## src/hw/rtl/ueb_pkg.sv

```systemverilog
// Package for the encoder and button event unit: widths, codes, types, tables.
// No dependencies.
package ueb_pkg;

  localparam int unsigned QueueDepth = 8;
  localparam int unsigned QueueAw    = $clog2(QueueDepth);
  localparam int unsigned NumButtons = 3;
  localparam int unsigned BtnAw      = $clog2(NumButtons);
  localparam int unsigned CfgAw      = 2;
  localparam int unsigned CfgDw      = 16;

  typedef enum logic [1:0] {
    CMD_SAMPLE  = 2'd0,
    CMD_SERVICE = 2'd1,
    CMD_POLL    = 2'd2,
    CMD_NONE    = 2'd3
  } cmd_e;

  typedef enum logic [1:0] {
    KIND_SELECT = 2'd0,
    KIND_BACK   = 2'd1,
    KIND_HOME   = 2'd2,
    KIND_ROTATE = 2'd3
  } kind_e;

  typedef enum logic [1:0] {
    REG_DEBOUNCE = 2'd0,
    REG_LONG     = 2'd1,
    REG_REVERSE  = 2'd2,
    REG_CPD      = 2'd3
  } reg_e;

  typedef enum logic [2:0] {
    ST_IDLE,
    ST_BTN,
    ST_ENC,
    ST_DIV,
    ST_POLL
  } state_e;

  localparam logic [1:0] NoButton  = 2'd3;
  localparam logic [1:0] BackId    = 2'd2;

  typedef struct packed {
    logic        stable;
    logic        flicker;
    logic [31:0] change_time;
    logic [31:0] press_time;
    logic        pressed;
    logic        long_done;
  } btn_t;

  localparam btn_t BtnReset = '{stable: 1'b1, flicker: 1'b1, change_time: '0,
                                press_time: '0, pressed: 1'b0, long_done: 1'b0};

  typedef struct packed {
    kind_e       kind;
    logic [7:0]  steps;
  } event_t;

  function automatic logic signed [1:0] step_lut(input logic [3:0] idx);
    logic signed [1:0] s;
    case (idx)
      4'd1, 4'd7, 4'd8, 4'd14: s = -2'sd1;
      4'd2, 4'd4, 4'd11, 4'd13: s = 2'sd1;
      default: s = 2'sd0;
    endcase
    return s;
  endfunction

endpackage

```

## src/hw/rtl/ueb_if.sv

```systemverilog
// Handshake interfaces for input items, result items and register writes.
// Depends on ueb_pkg.
interface ueb_in_if import ueb_pkg::*; ();
  logic        valid;
  logic        ready;
  logic [1:0]  command;
  logic        enc_a;
  logic        enc_b;
  logic [31:0] now_ms;
  logic        push_level;
  logic        confirm_level;
  logic        back_level;
  modport source (output valid, command, enc_a, enc_b, now_ms, push_level, confirm_level,
                  back_level, input ready);
  modport sink (input valid, command, enc_a, enc_b, now_ms, push_level, confirm_level,
                back_level, output ready);
endinterface

interface ueb_out_if ();
  logic              valid;
  logic              ready;
  logic              event_valid;
  logic [1:0]        event_kind;
  logic signed [7:0] event_steps;
  modport source (output valid, event_valid, event_kind, event_steps, input ready);
  modport sink (input valid, event_valid, event_kind, event_steps, output ready);
endinterface

interface ueb_cfg_if import ueb_pkg::*; ();
  logic             valid;
  logic             ready;
  logic [CfgAw-1:0] index;
  logic [CfgDw-1:0] data;
  modport source (output valid, index, data, input ready);
  modport sink (input valid, index, data, output ready);
endinterface

```

## src/hw/rtl/ueb_ram.sv

```systemverilog
// Generic simple dual-port RAM, one write and one registered read port.
// No dependencies.
module ueb_ram #(
  parameter int unsigned Width = 8,
  parameter int unsigned Depth = 4
) (
  input  logic                     clk_i,
  input  logic                     we_i,
  input  logic [$clog2(Depth)-1:0] waddr_i,
  input  logic [Width-1:0]         wdata_i,
  input  logic [$clog2(Depth)-1:0] raddr_i,
  output logic [Width-1:0]         rdata_o
);
  logic [Width-1:0] mem [Depth];
  logic [Width-1:0] rdata_q;

  always_ff @(posedge clk_i) begin
    if (we_i) begin
      mem[waddr_i] <= wdata_i;
    end
    rdata_q <= mem[raddr_i];
  end

  assign rdata_o = rdata_q;
endmodule

```

## src/hw/rtl/ueb_div.sv

```systemverilog
// Restoring divider, one quotient bit per cycle: 17-bit magnitude by 5-bit divisor.
// Depends on ueb_pkg.
module ueb_div import ueb_pkg::*; (
  input  logic        clk_i,
  input  logic        rst_ni,
  input  logic        start_i,
  input  logic [16:0] dividend_i,
  input  logic [4:0]  divisor_i,
  output logic        done_o,
  output logic [16:0] quot_o,
  output logic [4:0]  rem_o
);
  logic [16:0] quot_q, quot_d;
  logic [4:0]  rem_q, rem_d;
  logic [4:0]  dsr_q, dsr_d;
  logic [4:0]  cnt_q, cnt_d;
  logic        busy_q, busy_d;
  logic        done_q, done_d;
  logic [5:0]  shifted;

  assign shifted = {rem_q, quot_q[16]};

  always_comb begin
    quot_d = quot_q;
    rem_d  = rem_q;
    dsr_d  = dsr_q;
    cnt_d  = cnt_q;
    busy_d = busy_q;
    done_d = 1'b0;
    if (start_i) begin
      quot_d = dividend_i;
      rem_d  = '0;
      dsr_d  = divisor_i;
      cnt_d  = 5'd17;
      busy_d = 1'b1;
    end else if (busy_q) begin
      if (shifted >= {1'b0, dsr_q}) begin
        rem_d = 5'(shifted - {1'b0, dsr_q});
        quot_d = {quot_q[15:0], 1'b1};
      end else begin
        rem_d = shifted[4:0];
        quot_d = {quot_q[15:0], 1'b0};
      end
      cnt_d = cnt_q - 5'd1;
      if (cnt_q == 5'd1) begin
        busy_d = 1'b0;
        done_d = 1'b1;
      end
    end
  end

  always_ff @(posedge clk_i or negedge rst_ni) begin
    if (!rst_ni) begin
      busy_q <= 1'b0;
      done_q <= 1'b0;
      cnt_q  <= '0;
    end else begin
      busy_q <= busy_d;
      done_q <= done_d;
      cnt_q  <= cnt_d;
    end
  end

  always_ff @(posedge clk_i) begin
    quot_q <= quot_d;
    rem_q  <= rem_d;
    dsr_q  <= dsr_d;
  end

  assign done_o = done_q;
  assign quot_o = quot_q;
  assign rem_o  = rem_q;
endmodule

```

## src/hw/rtl/ui_encoder_button_event_unit.sv

```systemverilog
// Top level of the encoder and button event unit: sequencer, button state RAM,
// event ring RAM and detent divider. Depends on ueb_pkg, ueb_if, ueb_ram, ueb_div.
//
// Usage:
//   in_ch carries items: command 0 samples encoder pins A/B, command 1 is the
//   millisecond service tick with raw active-low button levels, command 2 polls
//   one event, command 3 does nothing. Only polls produce a result on out_ch.
//   cfg_ch writes the four registers (debounce, long press, reversal, counts
//   per detent); it is always ready. The user must see that it is written only
//   while the block is idle; the block itself does not enforce this. A sample
//   is handled in the idle state; a service tick makes three read-modify-write
//   passes over the button state RAM, then the encoder step and, when no button
//   is held, the detent divider; a poll reads the event RAM into the output register.
//   One item is worked on at a time; in_ch.ready is high when the sequencer
//   is free.
//   The result sits in an output register, so the next item is accepted while
//   it waits; a second poll waits until the first result is taken.
//   Reset: registers take their defaults, buttons read as released through
//   per-entry valid bits, the event ring is empty; no clearing pass.
module ui_encoder_button_event_unit import ueb_pkg::*; (
  input logic       clk_i,
  input logic       rst_ni,
  ueb_in_if.sink    in_ch,
  ueb_out_if.source out_ch,
  ueb_cfg_if.sink   cfg_ch
);
  // configuration
  logic [15:0] deb_q, lp_q;
  logic        rev_q;
  logic [4:0]  cpd_q;

  state_e state_q, state_d;
  logic [BtnAw-1:0] idx_q, idx_d;
  logic [31:0] now_q;
  logic [2:0]  lvl_q;
  logic [1:0]  prev_q, prev_d;
  logic signed [15:0] count_q, count_d;
  logic signed [15:0] resid_q, resid_d;
  logic [1:0]  active_q, active_d;
  logic [NumButtons-1:0] bvld_q, bvld_d;
  logic [QueueAw-1:0] head_q, head_d, tail_q, tail_d, head_nx, tail_nx;
  logic        neg_q, neg_d;

  logic        out_vq, out_vd, out_ev_q, out_ev_d;
  kind_e       out_kind_q, out_kind_d;
  logic [7:0]  out_steps_q, out_steps_d;

  logic in_fire, out_load, q_full, q_empty;

  // RAM ports
  logic btn_we;
  btn_t btn_rd, btn_raw, btn_wr;
  logic [$bits(btn_t)-1:0] btn_rdata;
  logic ev_we;
  event_t ev_wr, ev_rd;
  logic [$bits(event_t)-1:0] ev_rdata;

  // divider
  logic        div_start, div_done;
  logic [16:0] div_dvd, div_q;
  logic [4:0]  div_r;

  assign cfg_ch.ready = 1'b1;
  always_ff @(posedge clk_i or negedge rst_ni) begin
    if (!rst_ni) begin
      deb_q <= 16'd30;
      lp_q  <= 16'd1000;
      rev_q <= 1'b0;
      cpd_q <= 5'd4;
    end else if (cfg_ch.valid) begin
      case (reg_e'(cfg_ch.index))
        REG_DEBOUNCE: deb_q <= cfg_ch.data;
        REG_LONG:     lp_q  <= cfg_ch.data;
        REG_REVERSE:  rev_q <= cfg_ch.data[0];
        REG_CPD:      cpd_q <= cfg_ch.data[4:0];
        default: ;
      endcase
    end
  end

  ueb_ram #(.Width($bits(btn_t)), .Depth(NumButtons)) u_btn_ram (
    .clk_i, .we_i(btn_we), .waddr_i(idx_q), .wdata_i(btn_wr),
    .raddr_i(idx_d), .rdata_o(btn_rdata)
  );
  assign btn_raw = btn_t'(btn_rdata);
  assign btn_rd  = bvld_q[idx_q] ? btn_raw : BtnReset;

  ueb_ram #(.Width($bits(event_t)), .Depth(QueueDepth)) u_ev_ram (
    .clk_i, .we_i(ev_we), .waddr_i(head_q), .wdata_i(ev_wr),
    .raddr_i(tail_q), .rdata_o(ev_rdata)
  );
  assign ev_rd = event_t'(ev_rdata);

  ueb_div u_div (
    .clk_i, .rst_ni, .start_i(div_start), .dividend_i(div_dvd),
    .divisor_i((cpd_q == 5'd0) ? 5'd1 : cpd_q),
    .done_o(div_done), .quot_o(div_q), .rem_o(div_r)
  );

  assign head_nx = (head_q == QueueAw'(QueueDepth - 1)) ? '0 : head_q + 1'b1;
  assign tail_nx = (tail_q == QueueAw'(QueueDepth - 1)) ? '0 : tail_q + 1'b1;
  assign q_full  = (head_nx == tail_q);
  assign q_empty = (head_q == tail_q);

  assign in_ch.ready = (state_q == ST_IDLE);
  assign in_fire     = in_ch.valid && in_ch.ready;
  assign out_load    = (state_q == ST_POLL) && (!out_vq || out_ch.ready);

  // next state
  always_comb begin
    state_d = state_q;
    case (state_q)
      ST_IDLE: begin
        if (in_fire && cmd_e'(in_ch.command) == CMD_SERVICE) state_d = ST_BTN;
        else if (in_fire && cmd_e'(in_ch.command) == CMD_POLL) state_d = ST_POLL;
      end
      ST_BTN:  if (idx_q == BtnAw'(NumButtons - 1)) state_d = ST_ENC;
      ST_ENC:  state_d = (active_q != NoButton) ? ST_IDLE : ST_DIV;
      ST_DIV:  if (div_done) state_d = ST_IDLE;
      ST_POLL: if (out_load) state_d = ST_IDLE;
      default: state_d = ST_IDLE;
    endcase
  end

  // datapath and outputs
  logic [3:0]  stp_idx;
  logic signed [16:0] cnt_sum, taken;
  logic signed [17:0] res_sum;
  logic        lvl, isp, wp, is_back;
  logic [31:0] age_ct, age_pt;
  logic [16:0] mag;
  logic [7:0]  clamp_mag;

  always_comb begin
    prev_d = prev_q;
    count_d = count_q;
    resid_d = resid_q;
    active_d = active_q;
    bvld_d = bvld_q;
    idx_d = '0;
    head_d = head_q;
    tail_d = tail_q;
    neg_d = neg_q;
    btn_we = 1'b0;
    btn_wr = btn_rd;
    ev_we = 1'b0;
    ev_wr = '{kind: KIND_SELECT, steps: 8'd0};
    div_start = 1'b0;
    div_dvd = '0;
    out_vd = out_vq;
    out_ev_d = out_ev_q;
    out_kind_d = out_kind_q;
    out_steps_d = out_steps_q;
    stp_idx = {prev_q, in_ch.enc_a, in_ch.enc_b};
    cnt_sum = 17'(count_q) + 17'(step_lut(stp_idx));
    lvl = lvl_q[idx_q];
    is_back = (2'(idx_q) == BackId);
    age_ct = '0;
    age_pt = now_q - btn_rd.press_time;
    isp = 1'b0;
    wp = btn_rd.pressed;
    taken = rev_q ? -17'(count_q) : 17'(count_q);
    res_sum = 18'(resid_q) + 18'(taken);
    mag = '0;
    clamp_mag = '0;

    if (out_vq && out_ch.ready) out_vd = 1'b0;

    case (state_q)
      ST_IDLE: begin
        if (in_fire && cmd_e'(in_ch.command) == CMD_SAMPLE) begin
          if (cnt_sum > 17'sd32767) count_d = 16'sd32767;
          else if (cnt_sum < -17'sd32768) count_d = -16'sd32768;
          else count_d = 16'(cnt_sum);
          prev_d = {in_ch.enc_a, in_ch.enc_b};
        end
      end
      ST_BTN: begin
        idx_d = idx_q + 1'b1;
        btn_we = 1'b1;
        bvld_d[idx_q] = 1'b1;
        if (lvl != btn_rd.flicker) begin
          btn_wr.flicker = lvl;
          btn_wr.change_time = now_q;
        end
        age_ct = now_q - btn_wr.change_time;
        if (age_ct >= 32'(deb_q)) btn_wr.stable = btn_wr.flicker;
        isp = !btn_wr.stable;
        if (isp && !wp) begin
          if (active_q == NoButton) begin
            active_d = 2'(idx_q);
            btn_wr.press_time = now_q;
            btn_wr.pressed = 1'b1;
            btn_wr.long_done = 1'b0;
          end
        end else if (isp && wp && active_q == 2'(idx_q)) begin
          if (is_back && !btn_rd.long_done && age_pt >= 32'(lp_q)) begin
            btn_wr.long_done = 1'b1;
            if (!q_full) begin
              ev_we = 1'b1;
              ev_wr = '{kind: KIND_HOME, steps: 8'd0};
              head_d = head_nx;
            end
          end
        end else if (!isp && wp) begin
          if (active_q == 2'(idx_q)) begin
            if (age_pt < 32'(lp_q) && !q_full) begin
              ev_we = 1'b1;
              ev_wr = '{kind: is_back ? KIND_BACK : KIND_SELECT, steps: 8'd0};
              head_d = head_nx;
            end
            active_d = NoButton;
          end
          btn_wr.press_time = '0;
          btn_wr.pressed = 1'b0;
          btn_wr.long_done = 1'b0;
        end
      end
      ST_ENC: begin
        count_d = '0;
        if (active_q != NoButton) begin
          resid_d = '0;
        end else begin
          if (res_sum > 18'sd32767) resid_d = 16'sd32767;
          else if (res_sum < -18'sd32768) resid_d = -16'sd32768;
          else resid_d = 16'(res_sum);
          neg_d = resid_d[15];
          div_start = 1'b1;
          div_dvd = resid_d[15] ? 17'(-17'(resid_d)) : 17'(resid_d);
        end
      end
      ST_DIV: begin
        if (div_done) begin
          resid_d = neg_q ? -16'(div_r) : 16'(div_r);
          mag = div_q;
          clamp_mag = (mag > 17'd127) ? 8'd127 : mag[7:0];
          if (mag != '0 && !q_full) begin
            ev_we = 1'b1;
            ev_wr = '{kind: KIND_ROTATE, steps: neg_q ? -clamp_mag : clamp_mag};
            head_d = head_nx;
          end
        end
      end
      ST_POLL: begin
        if (out_load) begin
          out_vd = 1'b1;
          if (q_empty) begin
            out_ev_d = 1'b0;
            out_kind_d = KIND_SELECT;
            out_steps_d = '0;
          end else begin
            out_ev_d = 1'b1;
            out_kind_d = ev_rd.kind;
            out_steps_d = ev_rd.steps;
            tail_d = tail_nx;
          end
        end
      end
      default: ;
    endcase
  end

  always_ff @(posedge clk_i or negedge rst_ni) begin
    if (!rst_ni) begin
      state_q  <= ST_IDLE;
      idx_q    <= '0;
      prev_q   <= 2'd3;
      count_q  <= '0;
      resid_q  <= '0;
      active_q <= NoButton;
      bvld_q   <= '0;
      head_q   <= '0;
      tail_q   <= '0;
      out_vq   <= 1'b0;
    end else begin
      state_q  <= state_d;
      idx_q    <= idx_d;
      prev_q   <= prev_d;
      count_q  <= count_d;
      resid_q  <= resid_d;
      active_q <= active_d;
      bvld_q   <= bvld_d;
      head_q   <= head_d;
      tail_q   <= tail_d;
      out_vq   <= out_vd;
    end
  end

  always_ff @(posedge clk_i) begin
    if (in_fire) begin
      now_q <= in_ch.now_ms;
      lvl_q <= {in_ch.back_level, in_ch.confirm_level, in_ch.push_level};
    end
    neg_q       <= neg_d;
    out_ev_q    <= out_ev_d;
    out_kind_q  <= out_kind_d;
    out_steps_q <= out_steps_d;
  end

  assign out_ch.valid       = out_vq;
  assign out_ch.event_valid = out_ev_q;
  assign out_ch.event_kind  = out_kind_q;
  assign out_ch.event_steps = out_steps_q;

  a_no_write_when_full: assert property (@(posedge clk_i) disable iff (!rst_ni)
    ev_we |-> !q_full) else $error("event written into full ring");
  a_div_only_idle_hold: assert property (@(posedge clk_i) disable iff (!rst_ni)
    div_start |=> state_q == ST_DIV) else $error("divider started outside sequence");
  a_tail_on_pop: assert property (@(posedge clk_i) disable iff (!rst_ni)
    (out_load && !q_empty) |=> tail_q != $past(tail_q)) else $error("pop lost");
  a_btn_ram_idx: assert property (@(posedge clk_i) disable iff (!rst_ni)
    btn_we |-> idx_q < BtnAw'(NumButtons)) else $error("button index out of range");
endmodule

```

## src/flat_wrapper.sv

```systemverilog
// flat-port wrapper written by rule: the top's interface ports become plain ports
module ui_encoder_button_event_unit_flat import ueb_pkg::*;
  (clk_i, rst_ni, in_ch_valid, in_ch_command, in_ch_enc_a, in_ch_enc_b, in_ch_now_ms, in_ch_push_level, in_ch_confirm_level, in_ch_back_level, in_ch_ready, out_ch_valid, out_ch_event_valid, out_ch_event_kind, out_ch_event_steps, out_ch_ready, cfg_ch_valid, cfg_ch_index, cfg_ch_data, cfg_ch_ready);
  ueb_in_if in_ch_i ();
  ueb_out_if out_ch_i ();
  ueb_cfg_if cfg_ch_i ();
  input logic clk_i;
  input logic rst_ni;
  input wire logic [$bits(in_ch_i.valid)-1:0] in_ch_valid;
  input wire logic [$bits(in_ch_i.command)-1:0] in_ch_command;
  input wire logic [$bits(in_ch_i.enc_a)-1:0] in_ch_enc_a;
  input wire logic [$bits(in_ch_i.enc_b)-1:0] in_ch_enc_b;
  input wire logic [$bits(in_ch_i.now_ms)-1:0] in_ch_now_ms;
  input wire logic [$bits(in_ch_i.push_level)-1:0] in_ch_push_level;
  input wire logic [$bits(in_ch_i.confirm_level)-1:0] in_ch_confirm_level;
  input wire logic [$bits(in_ch_i.back_level)-1:0] in_ch_back_level;
  output wire logic [$bits(in_ch_i.ready)-1:0] in_ch_ready;
  output wire logic [$bits(out_ch_i.valid)-1:0] out_ch_valid;
  output wire logic [$bits(out_ch_i.event_valid)-1:0] out_ch_event_valid;
  output wire logic [$bits(out_ch_i.event_kind)-1:0] out_ch_event_kind;
  output wire logic [$bits(out_ch_i.event_steps)-1:0] out_ch_event_steps;
  input wire logic [$bits(out_ch_i.ready)-1:0] out_ch_ready;
  input wire logic [$bits(cfg_ch_i.valid)-1:0] cfg_ch_valid;
  input wire logic [$bits(cfg_ch_i.index)-1:0] cfg_ch_index;
  input wire logic [$bits(cfg_ch_i.data)-1:0] cfg_ch_data;
  output wire logic [$bits(cfg_ch_i.ready)-1:0] cfg_ch_ready;
  assign in_ch_i.valid = in_ch_valid;
  assign in_ch_i.command = in_ch_command;
  assign in_ch_i.enc_a = in_ch_enc_a;
  assign in_ch_i.enc_b = in_ch_enc_b;
  assign in_ch_i.now_ms = in_ch_now_ms;
  assign in_ch_i.push_level = in_ch_push_level;
  assign in_ch_i.confirm_level = in_ch_confirm_level;
  assign in_ch_i.back_level = in_ch_back_level;
  assign in_ch_ready = in_ch_i.ready;
  assign out_ch_valid = out_ch_i.valid;
  assign out_ch_event_valid = out_ch_i.event_valid;
  assign out_ch_event_kind = out_ch_i.event_kind;
  assign out_ch_event_steps = out_ch_i.event_steps;
  assign out_ch_i.ready = out_ch_ready;
  assign cfg_ch_i.valid = cfg_ch_valid;
  assign cfg_ch_i.index = cfg_ch_index;
  assign cfg_ch_i.data = cfg_ch_data;
  assign cfg_ch_ready = cfg_ch_i.ready;
  ui_encoder_button_event_unit u_core (.clk_i(clk_i), .rst_ni(rst_ni), .in_ch(in_ch_i), .out_ch(out_ch_i), .cfg_ch(cfg_ch_i));
endmodule
```

## config.mk

```make
export PLATFORM = sky130hd
export DESIGN_NAME = ui_encoder_button_event_unit_flat
export DESIGN_NICKNAME = d
export VERILOG_FILES = /design/src/hw/rtl/ueb_pkg.sv /design/src/hw/rtl/ueb_if.sv /design/src/hw/rtl/ueb_ram.sv /design/src/hw/rtl/ueb_div.sv /design/src/hw/rtl/ui_encoder_button_event_unit.sv /design/src/flat_wrapper.sv
export SDC_FILE = /design/constraint.sdc
export NUM_CORES = 1
export LEC_CHECK = 0
export ABC_AREA = 1
export BUFFER_PORTS_ARGS = -buffer_cell sky130_fd_sc_hd__buf_2
export CORE_MARGIN = 8
export CORE_UTILIZATION = 30
export DETAILED_ROUTE_END_ITERATION = 7
export GPL_TIMING_DRIVEN = 0
export PLACE_DENSITY = 0.55
export REMOVE_ABC_BUFFERS = 1
export SLEW_MARGIN = 5
export SYNTH_ARGS = -nofsm -noshare
export SYNTH_HDL_FRONTEND = slang
export SYNTH_SLANG_ARGS = --single-unit
```

## constraint.sdc

```tcl
create_clock -name clk_i -period 13.7 [get_ports clk_i]
set_input_delay 2.055 -clock clk_i [delete_from_list [all_inputs] [get_ports clk_i]]
set_output_delay 2.055 -clock clk_i [all_outputs]
set_load 0.005 [all_outputs]
```

Word level (Yosys, flattened, before mapping). Memory sizes are Yosys's and may differ from the RTL's. A register that Yosys moved wholly into a read port is not among the register bits. Cells that the tools add are included.

Add/sub/neg operators: 13. Eq/ne operators: 33. Bitwise gates (word level): 3. Reduce and logical (&&, ||, !) cells: 45. Order comparisons: 11. Multiplexer cells: 105.

Operator list (number): two-way mux 16 bit (10); two-way mux 68 bit (2); two-way mux 17 bit (6); two-way mux 34 bit (3); two-way mux 33 bit (3); two-way mux 10 bit (9); >= comparator 32 x 16 -> 1 bit (2); one-hot mux 16 bit (2 select lines) (2); subtractor 32 bit (2); two-way mux 3 bit (16); two-way mux 1 bit (35); negator 16 -> 17 bit (2); less-than comparator 32 x 16 -> 1 bit (1); one-hot mux 10 bit (2 select lines) (1); adder 16 x 17 -> 18 bit (1); greater-than comparator 18 x 16 -> 1 bit, second input constant (1); less-than comparator 18 x 16 -> 1 bit, second input constant (1); AND reduction 2 bit (9); adder 16 x 2 -> 17 bit (1); greater-than comparator 17 x 16 -> 1 bit, second input constant (1); greater-than comparator 17 x 7 -> 1 bit, second input constant (1); less-than comparator 17 x 16 -> 1 bit, second input constant (1); nonzero test 17 bit (1); two-way mux 8 bit (2); 42 further kinds (97).

Output and inout port bits: 14. RAM bits: 284. Bits in read-only memories: 32. Memories kept: 3. Register bits after elaboration: 170.

Memory list: u_core.u_btn_ram.mem (depth 3, width 68, rd ports 1, clocked after Yosys merged registers in 1, write ports 1, line ueb_ram.sv:14) `logic [Width-1:0] mem [Depth];`; u_core.u_ev_ram.mem (depth 8, width 10, rd ports 1, clocked after Yosys merged registers in 1, write ports 1, line ueb_ram.sv:14); (name not given) (depth 16, width 2, rd ports 1, clocked after Yosys merged registers in 0, write ports 0, line ueb_pkg.sv:63) `case (idx)`.

Longest topological paths before layout. Gate-level depths: netlist (run 1).

Depth in word-level cells: 18. Depth in mapped cells: 50. Mapped depth without buffers: 45.

Modules after synthesis. Synthesis (run 1) repeated with hierarchy kept, for this count alone.

Cell total of the unflattened synthesis: 3683. Area total of the unflattened synthesis: 30063.8 sq um.

Modules (own cells, without submodules): ui_encoder_button_event_unit (area each 15008.1 sq um, times used 1, sequential area each 3657.3 sq um, cells an instance 2340); ueb_ram (u_core.u_btn_ram) (area each 9576.7 sq um, times used 1, sequential area each 7487.2 sq um, cells an instance 785); ueb_ram (u_core.u_ev_ram) (area each 3813.7 sq um, times used 1, sequential area each 2602.5 sq um, cells an instance 374); ueb_div (area each 1665.3 sq um, times used 1, sequential area each 935.9 sq um, cells an instance 184).

Least setup slack after synthesis (run 1). No wires, ideal clock.

Path kind: reg2reg. Start: register u_core.idx_q[0]. End: memory u_core.u_ev_ram.mem[3][0] (netlist name) (enable). Stages on the path, launching flop included: 45. Path slack: 6.919 ns. Buffers on the path: 6. Period minus slack after synthesis: 6.781 ns. Arrival time: 6.404 ns. Path through: dfrtp_1 > inv_2 > nand3_1 > nand2_4 > buf_4 > clkbuf_1 > inv_1 > nor2_1 > inv_1 > ha_1 > buf_2 > clkbuf_1 > inv_1 > clkbuf_1 > clkbuf_1 > o21ai_0 > ha_1 > nand2_1 > (+9 left out) > nor2_1 > nand3_1 > nor2_1 > nand3_1 > nor2_1 > nand3_1 > nand2_1 > ha_1 > inv_1 > nor2_1 > inv_1 > nand2_1 > inv_1 > o21ai_0 > o21ai_0 > a21oi_2 > nand3_1 > nor2_1.

Longest elaborated chain between the ends: 18. Elaborated cells on any way between the ends: 36. Those cells by class: add/sub (2); order compare (3); eq/ne (3); mux (18); reduce/logical (10).

Ends and longest elaborated chain: start, declared (line ui_encoder_button_event_unit.sv:33) `logic [BtnAw-1:0] idx_q, idx_d;`; start signal, assigned (line ui_encoder_button_event_unit.sv:277) `idx_q <= idx_d;`; binary-select mux 1 bit (select 2 bit) (line ui_encoder_button_event_unit.sv:86) `assign btn_rd = bvld_q[idx_q] ? btn_raw : BtnReset;`; two-way mux 1 bit (implied by the code) (line ui_encoder_button_event_unit.sv:86); two-way mux 68 bit (line ui_encoder_button_event_unit.sv:86); inequality test 1 bit (line ui_encoder_button_event_unit.sv:182) `if (lvl != btn_rd.flicker) begin`; two-way mux 33 bit (line ui_encoder_button_event_unit.sv:182); two-way mux 33 bit (line ui_encoder_button_event_unit.sv:169) `case (state_q)`; subtractor 32 bit (line ui_encoder_button_event_unit.sv:186) `age_ct = now_q - btn_wr.change_time;`; >= comparator 32 x 16 -> 1 bit (line ui_encoder_button_event_unit.sv:187) `if (age_ct >= 32'(deb_q)) btn_wr.stable = btn_wr.flicker;`; two-way mux 1 bit (line ui_encoder_button_event_unit.sv:187); two-way mux 1 bit (line ui_encoder_button_event_unit.sv:169); zero test 1 bit (line ui_encoder_button_event_unit.sv:188) `isp = !btn_wr.stable;`; logical AND 1 bit (2 in a row) (line ui_encoder_button_event_unit.sv:196) `end else if (isp && wp && active_q == 2'(idx_q)) begin`; two-way mux 1 bit (line ui_encoder_button_event_unit.sv:196); two-way mux 1 bit * (line ui_encoder_button_event_unit.sv:189) `if (isp && !wp) begin`; one-hot mux 1 bit (2 select lines) * (line ui_encoder_button_event_unit.sv:169); two-way mux 1 bit * (line ueb_ram.sv:18) `if (we_i) begin`; two-way mux 1 bit (implied by the code) * (line ueb_ram.sv:19) `mem[waddr_i] <= wdata_i;`; end, declared (line ueb_ram.sv:14).

Every way passes the cells marked *; elsewhere a longest branch is shown, timed or not. The select of a mux whose other input is x is not followed.

Worst setup path in the final report (run 1).
Start: register u_core.idx_q[0]. End: memory u_core.u_ev_ram.mem[0][4] (netlist name) (enable).

The elaborated chain is that of the path after synthesis.

==> results_dict.tcl, run 1 <==
set metrics [dict create \
    ant_nets 0 \
    netlist_area_um2 28510 \
    cts.htree.levels 2 \
    die_x_um 324.3 \
    numPortBuffers 74 \
    wl_per_cell_um 16.07 \
    drv_slew 0 \
    fp.coreArea_um2 94590 \
    dpl.hpwl_um 54340 \
    hold_end "u_core.bvld_q[1]" \
    fin_skew_ps 25.31 \
    drt-initial-drc-count 1675 \
    fmax_ghz 0.09583 \
    period_share 0.7617 \
    hold_viol_final 0 \
    rr_worst_depth 37 \
    clkTransAtPathRegs_ps 70 \
    post_cts_buffers 0 \
    area.growth.synth_to_final_pct 13.93 \
    hold_buffers 0 \
    hold_class "flip-flop to flip-flop" \
    outcome "finished clean" \
    drt_wl_total_um 74880 \
    grt_antenna_before_repair 3 \
    synth_edf_count 353 \
    cpPeakStageDelay_ps 1210 \
    crit_type "flip-flop to flip-flop" \
    path_common_cell "nor2_1" \
    syn-mean-instance-area_um2 8.654 \
    r2r_start "u_core.idx_q[0]" \
    num_rows 113 \
    period_minus_slack_ps 10430 \
    drt_first_pass_iters 6 \
    worstHoldStart "u_core.bvld_q[1]" \
    die_h_um 324.3 \
    clk_path_buf_depth 3 \
    critPathRequiredTime_ps 13940 \
    cts_root_buffer "clkbuf_16" \
    via_count 22207 \
    vias_per_cell 4.764 \
    ys_warn_count 0 \
    gp_congestion 0.9036 \
    drive_gt1_frac 0.08424 \
    ys_seq_area_frac 0.5149 \
    overflow 0 \
    synth-async-reset-ratio 0.1805 \
    slew_headroom 0.1450 \
    ctsResizeCount 0 \
    yosysTopAreaCellShare 0.3717 \
    grt_max_degree 81 \
    cts-buffers-inserted 59 \
    r2r-end "u_core.u_ev_ram.mem[0][4]" \
    tightest_slew_ps 1278 \
    multi_input_area_um2 12210 \
    cp_slowest_cell "clkinv_1" \
    synth_cell_type_count 57 \
    arrival_ps 10670 \
    clock_sinks 532 \
    seqCellArea_um2 14680 \
    cap_violations 0 \
    rsz0062_at_grt "false" \
    first_global_vias 21175 \
    die-area_um2 105200 \
    holdPathStages 2 \
    grtUsageTotal 0.1381 \
    ios 76 \
    setup_violations 0 \
    finalNetCount 3556 \
    cts_tree "yes" \
    synth_top_cell_by_area "edfxtp_1" \
    syn_inst 3295 \
    r2r_slack_ps 3270 \
    cp-start-kind "flip-flop" \
    grt_pass1_wl_um 118500 \
    cp-end-kind "flip-flop" \
    start_util 0.3015 \
    worstPathMaxFanout 78 \
    synth_area_leaders "edfxtp_1 (37%), nand2_1 (11%), dfrtp_1 (7.1%)" \
    fin_tns_setup_ps 0 \
    synth_seq_cells 532 \
    clkLatencyLatePin_ps 630 \
    route.detailed.drc 0 \
    n_fill_cell 9721 \
    synth_ff_type "edfxtp_1" \
]
registers in the layout, summed over array words and instances (netlist names), 8 cells and up:
name and flops:
u_core.u_ev_ram.mem 80, u_core.count_q 16, u_core.u_div.quot_o 17, u_core.resid_q 16, u_core.out_ch.event_steps 8, u_core.lp_q 16, u_core.u_ev_ram.rdata_o 10, u_core.u_btn_ram.mem 204
u_core.deb_q 16, u_core.u_btn_ram.rdata_o 68, u_core.now_q 32
critical path: cells and delay by family (launching register included):
| kind | cells | cell delay [ps] |
|---|---|---|
| AOI/OAI and AO/OA | 8 | 1690 |
| xor gates and xnor gates | 1 | 160 |
| adders and majority gates | 4 | 1740 |
| buffers and inverters | 7 | 1850 |
| DFF | 1 | 510 |
| and+or+nand+nor | 17 | 3980 |
cell type report:
type	instances	area share
well taps	1265	0.04872
clock inverters	33	0.01121
diodes	1	0.00007703
clock buffers	79	0.05088
repair buffers	92	0.02245
multi-input cells	2324	0.3759
flip-flops and latches	532	0.4520
inverters	335	0.03878
Yosys cell counts (all sizes together) (71+ instances only):
cell type,n
a21oi,151
a31oi,87
clkbuf,91
dfrtp,81
dfxtp,83
edfxtp,353
ha,146
inv,331
nand2,858
nand3,127
nor2,430
o21ai,229
xor2,71
stage by stage:
step	utilization	worst slack, ps	hold WS [ps]	instance area, um^2	instances
floorplan	-	6051	427.6	28090	3191
global placement	0.3176	942.3	447.2	30040	4530
detailed placement	0.3221	3594	452.4	30470	4548
CTS	0.3434	3570	468.8	32480	4660
global route	0.3434	2154	495.1	32480	4660
finish	0.3435	3265	460.4	32490	4661
cells by family after synthesis:
logic type	Yosys count	share of synthesized area
compound gates	579	0.1158
xor+xnor	92	0.02852
fa+ha+maj	150	0.06687
buf+inv	439	0.05915
flops	532	0.5149
other cells	1	0.0001315
simple gates	1502	0.2146
layer usage:
metal  routed length, um  vias up  track usage  share of wire
met1               36140    10440       0.1950           0.48
met5                   0        -            0              0
met2               33590      472       0.2233           0.45
met4                1534        0      0.03202          0.020
met3                3611      104      0.01902          0.048
li1                    -    11191            -              -
placed cells by master (no fill, tap or decap), types with 6 or more instances in the layout:
master	n
a211oi_1	37
a21o_1	9
a21oi_1	150
a31oi_1	87
buf_12	12
buf_2	73
clkbuf_1	11
clkbuf_16	60
clkbuf_8	8
clkinv_2	8
clkinvlp_4	9
dfrtp_1	80
dfstp_2	15
dfxtp_1	83
edfxtp_1	353
ha_1	146
inv_1	326
nand2_1	827
nand2_2	28
nand3_1	121
nand3_2	6
nand3b_1	6
nand4_1	19
nor2_1	413
nor2_2	11
nor2_4	6
nor3_1	35
nor4_1	8
o211ai_1	8
o21ai_0	222
o22ai_1	17
o31ai_1	6
or2_2	11
xnor2_1	21
xor2_1	70
worst max path at each step:
stage	start	endpoint	cells after the start
finish	u_core.idx_q[0]	u_core.u_ev_ram.mem[0][4]	37
global route	u_core.idx_q[0]	u_core.u_ev_ram.mem[0][2]	37
CTS	u_core.idx_q[0]	u_core.u_ev_ram.mem[0][2]	37
detailed placement	u_core.idx_q[0]	u_core.u_ev_ram.mem[0][4]	37
global placement	u_core.idx_q[0]	u_core.u_btn_ram.mem[2][32]	33
floorplan	u_core.idx_q[0]	u_core.u_btn_ram.mem[0][10]	36
Power of run 1 is not shown: default switching activity piles up to over one toggle a cycle in this logic, so the estimate is an artifact.
==> run 2: changes to the inputs <==
Settings changed: ABC_AREA 1 to 0, PLACE_DENSITY 0.55 to 0.57.
Clock period 13.7 ns to 8.4 ns, I/O delays scaled along.
==> results_dict.tcl, run 2 <==
set metrics [dict create \
    period_share 0.9770 \
    wl_per_cell_um 18.27 \
    ios 76 \
    hold_viol_final 0 \
    first_global_vias 20261 \
    yosysTopAreaCellShare 0.3666 \
    synth_seq_cells 532 \
    gp_congestion 0.8516 \
    hold_buffers 0 \
    dpl.hpwl_um 51770 \
    fp.coreArea_um2 96140 \
    design_area_um2 33710 \
    cap_violations 0 \
    tightest_slew_ps 1228 \
    area.growth.synth_to_final_pct 16.58 \
    numPortBuffers 74 \
    cts_root_buffer "clkbuf_16" \
    synth_edf_count 353 \
    die_h_um 326.5 \
    finalNetCount 3032 \
    num_rows 114 \
    clk_path_buf_depth 3 \
    grt_pass1_wl_um 117400 \
    drive_gt1_frac 0.1502 \
    period_minus_slack_ps 8207 \
    synthSimpleGateAreaFrac 0.1379 \
    worstPathMaxFanout 8 \
    place_area_um2 30950 \
    route.detailed.drc 0 \
    synth_ff_type "edfxtp_1" \
    cpPeakStageDelay_ps 550 \
    synth_compound_area_frac 0.1542 \
    clock_sinks 532 \
    synth-async-reset-ratio 0.1805 \
    cp-start-kind "flip-flop" \
    cp_slowest_cell "or4_4" \
    setup_violations 0 \
    grtUsageTotal 0.1364 \
    synth_common_cells "nand2_1 (363), edfxtp_1 (353), o21ai_0 (221), nor2_1 (193), a21oi_1 (171)" \
    cp-end-kind "flip-flop" \
    drt_wl_total_um 75820 \
    die-area_um2 106600 \
    cts_tree "yes" \
    fmax_ghz 0.1219 \
    final_common_cell "nand2_1" \
    cts-buffers-inserted 59 \
    crit_type "flip-flop to flip-flop" \
    syn-mean-instance-area_um2 10.51 \
    clkLatencyLatePin_ps 630 \
    synth_area_leaders "edfxtp_1 (37%), dfrtp_1 (7.0%), ha_1 (6.3%)" \
    synthAdderAreaFrac 0.06768 \
    top_register "u_core.u_btn_ram.mem" \
    arrival_ps 8520 \
    ys_seq_area_frac 0.5078 \
    clkTransAtPathRegs_ps 60 \
    slew_headroom 0.1794 \
    netlist_area_um2 28920 \
    hold_class "flip-flop to flip-flop" \
    vias_per_cell 5.083 \
    grt_antenna_before_repair 14 \
    drt-initial-drc-count 1512 \
    ys_warn_count 0 \
    synth_cell_type_count 104 \
    grt_max_degree 71 \
    fin_skew_ps 34.55 \
    synth_top_family_by_area "compound AO/OA/AOI/OAI gates" \
    worst-path-buf-inv 4 \
    overflow 0 \
    final_cell_mix "nand2_1 (361), edfxtp_1 (353), o21ai_0 (215)" \
    drt_first_pass_iters 5 \
    crit_family "simple AND/OR/NAND/NOR gates" \
    start_util 0.3008 \
    ant_nets 0 \
    synth_top_cell_by_area "edfxtp_1" \
    critPathRequiredTime_ps 8720 \
    n_fill_cell 9578 \
    via_count 21101 \
    drv_slew 0 \
    die_x_um 326.5 \
    synthMuxAreaShare 0.06270 \
    outcome "finished clean" \
    yosysMostFrequentCell "nand2_1" \
    cts.htree.levels 2 \
    syn_inst 2752 \
    synthXorXnorAreaFrac 0.03756 \
    largest_register_ffs 204 \
]
==> run 2: cell count changes in the layout (fill, tap and decap cells not counted), moves of 65 or more <==
cell | previous run | this run
inv_1 | 326 | 93
nor2_1 | 413 | 190
mux2i_1 | 0 | 78
a31oi_1 | 87 | 20
nand2_1 | 827 | 361
xnor2_1 | 21 | 86
==> run 2: final timing paths <==
kind,start,to,slack [ps],cells past startpoint
max,u_core.idx_q[1],u_core.u_ev_ram.mem[1][5],190,38
min,u_core.u_btn_ram.mem[2][66],u_core.u_btn_ram.rdata_o[66],410,2
max reg2reg,u_core.idx_q[1],u_core.u_ev_ram.mem[1][5],190,38
min reg2reg,u_core.u_btn_ram.mem[2][66],u_core.u_btn_ram.rdata_o[66],410,2
max in group asynchronous,rst_ni,u_core.lp_q[7],7160,2
min in group asynchronous,rst_ni,u_core.count_q[0],500,1
==> run 2: cells by family after synthesis <==
logic type                 count (synthesis)
other                                      1
buffers and inverters                    240
xor gates and xnor gates                 124
and+or+nand+nor                          853
adders and majority gates                155
muxes                                    146
DFF                                      532
AOI/OAI and AO/OA                        701
==> run 2: metal layers <==
metal,up-vias,GRT usage,share of wire
met1,10215,0.1857,0.46
li1,10251,-,-
met5,-,0,0.0012
met2,484,0.2200,0.45
met4,14,0.03675,0.029
met3,137,0.02805,0.057
==> run 2: per-stage QoR <==
| stage | utilization | setup TNS [ps] | worst slack [ps] | cells | hold WS, ps |
|---|---|---|---|---|---|
| 4_1_cts | 0.3474 | 0 | 24.87 | 4129 | 415.5 |
| 3_3_place_gp | 0.3154 | -2463490 | -9660 | 3959 | 420.7 |
| 3_5_place_dp | 0.3219 | -568790 | -3368 | 3985 | 428.0 |
| 5_1_grt | 0.3505 | -4168 | -89.85 | 4146 | 452.1 |
| 6_report | 0.3506 | 0 | 193.4 | 4151 | 411.9 |
| 2_1_floorplan | - | -606910 | -3420 | 2609 | 417.8 |
==> run 2: worst register-to-register path, delay by kind of cell, from the launching register on <==
kind	cells	cell delay (ps)
muxes	2	590
adders and majority gates	5	1220
DFF	1	480
AOI/OAI and AO/OA	11	1900
and+or+nand+nor	15	2970
xor gates and xnor gates	1	170
buffers and inverters	4	520
==> run 2: final cells by class <==
type | count | area (um^2) | share of cell area
flip-flops and latches | 532 | 14690 | 0.4358
multi-input cells | 1981 | 13750 | 0.4079
well taps | 1276 | 1597 | 0.04736
clock buffers | 75 | 1577 | 0.04677
repair buffers | 149 | 1356 | 0.04024
inverters | 97 | 370.4 | 0.01099
clock inverters | 36 | 356.6 | 0.01058
diodes | 5 | 12.51 | 0.0003712
==> run 2: timing repair <==
action,4_1_cts,5_1_grt
resized for setup,32,35
buffers inserted,29,18
setup endpoints to repair,206,189
cloned,5,0
pin swaps,19,29
Power of run 2 is left out for the same reason.
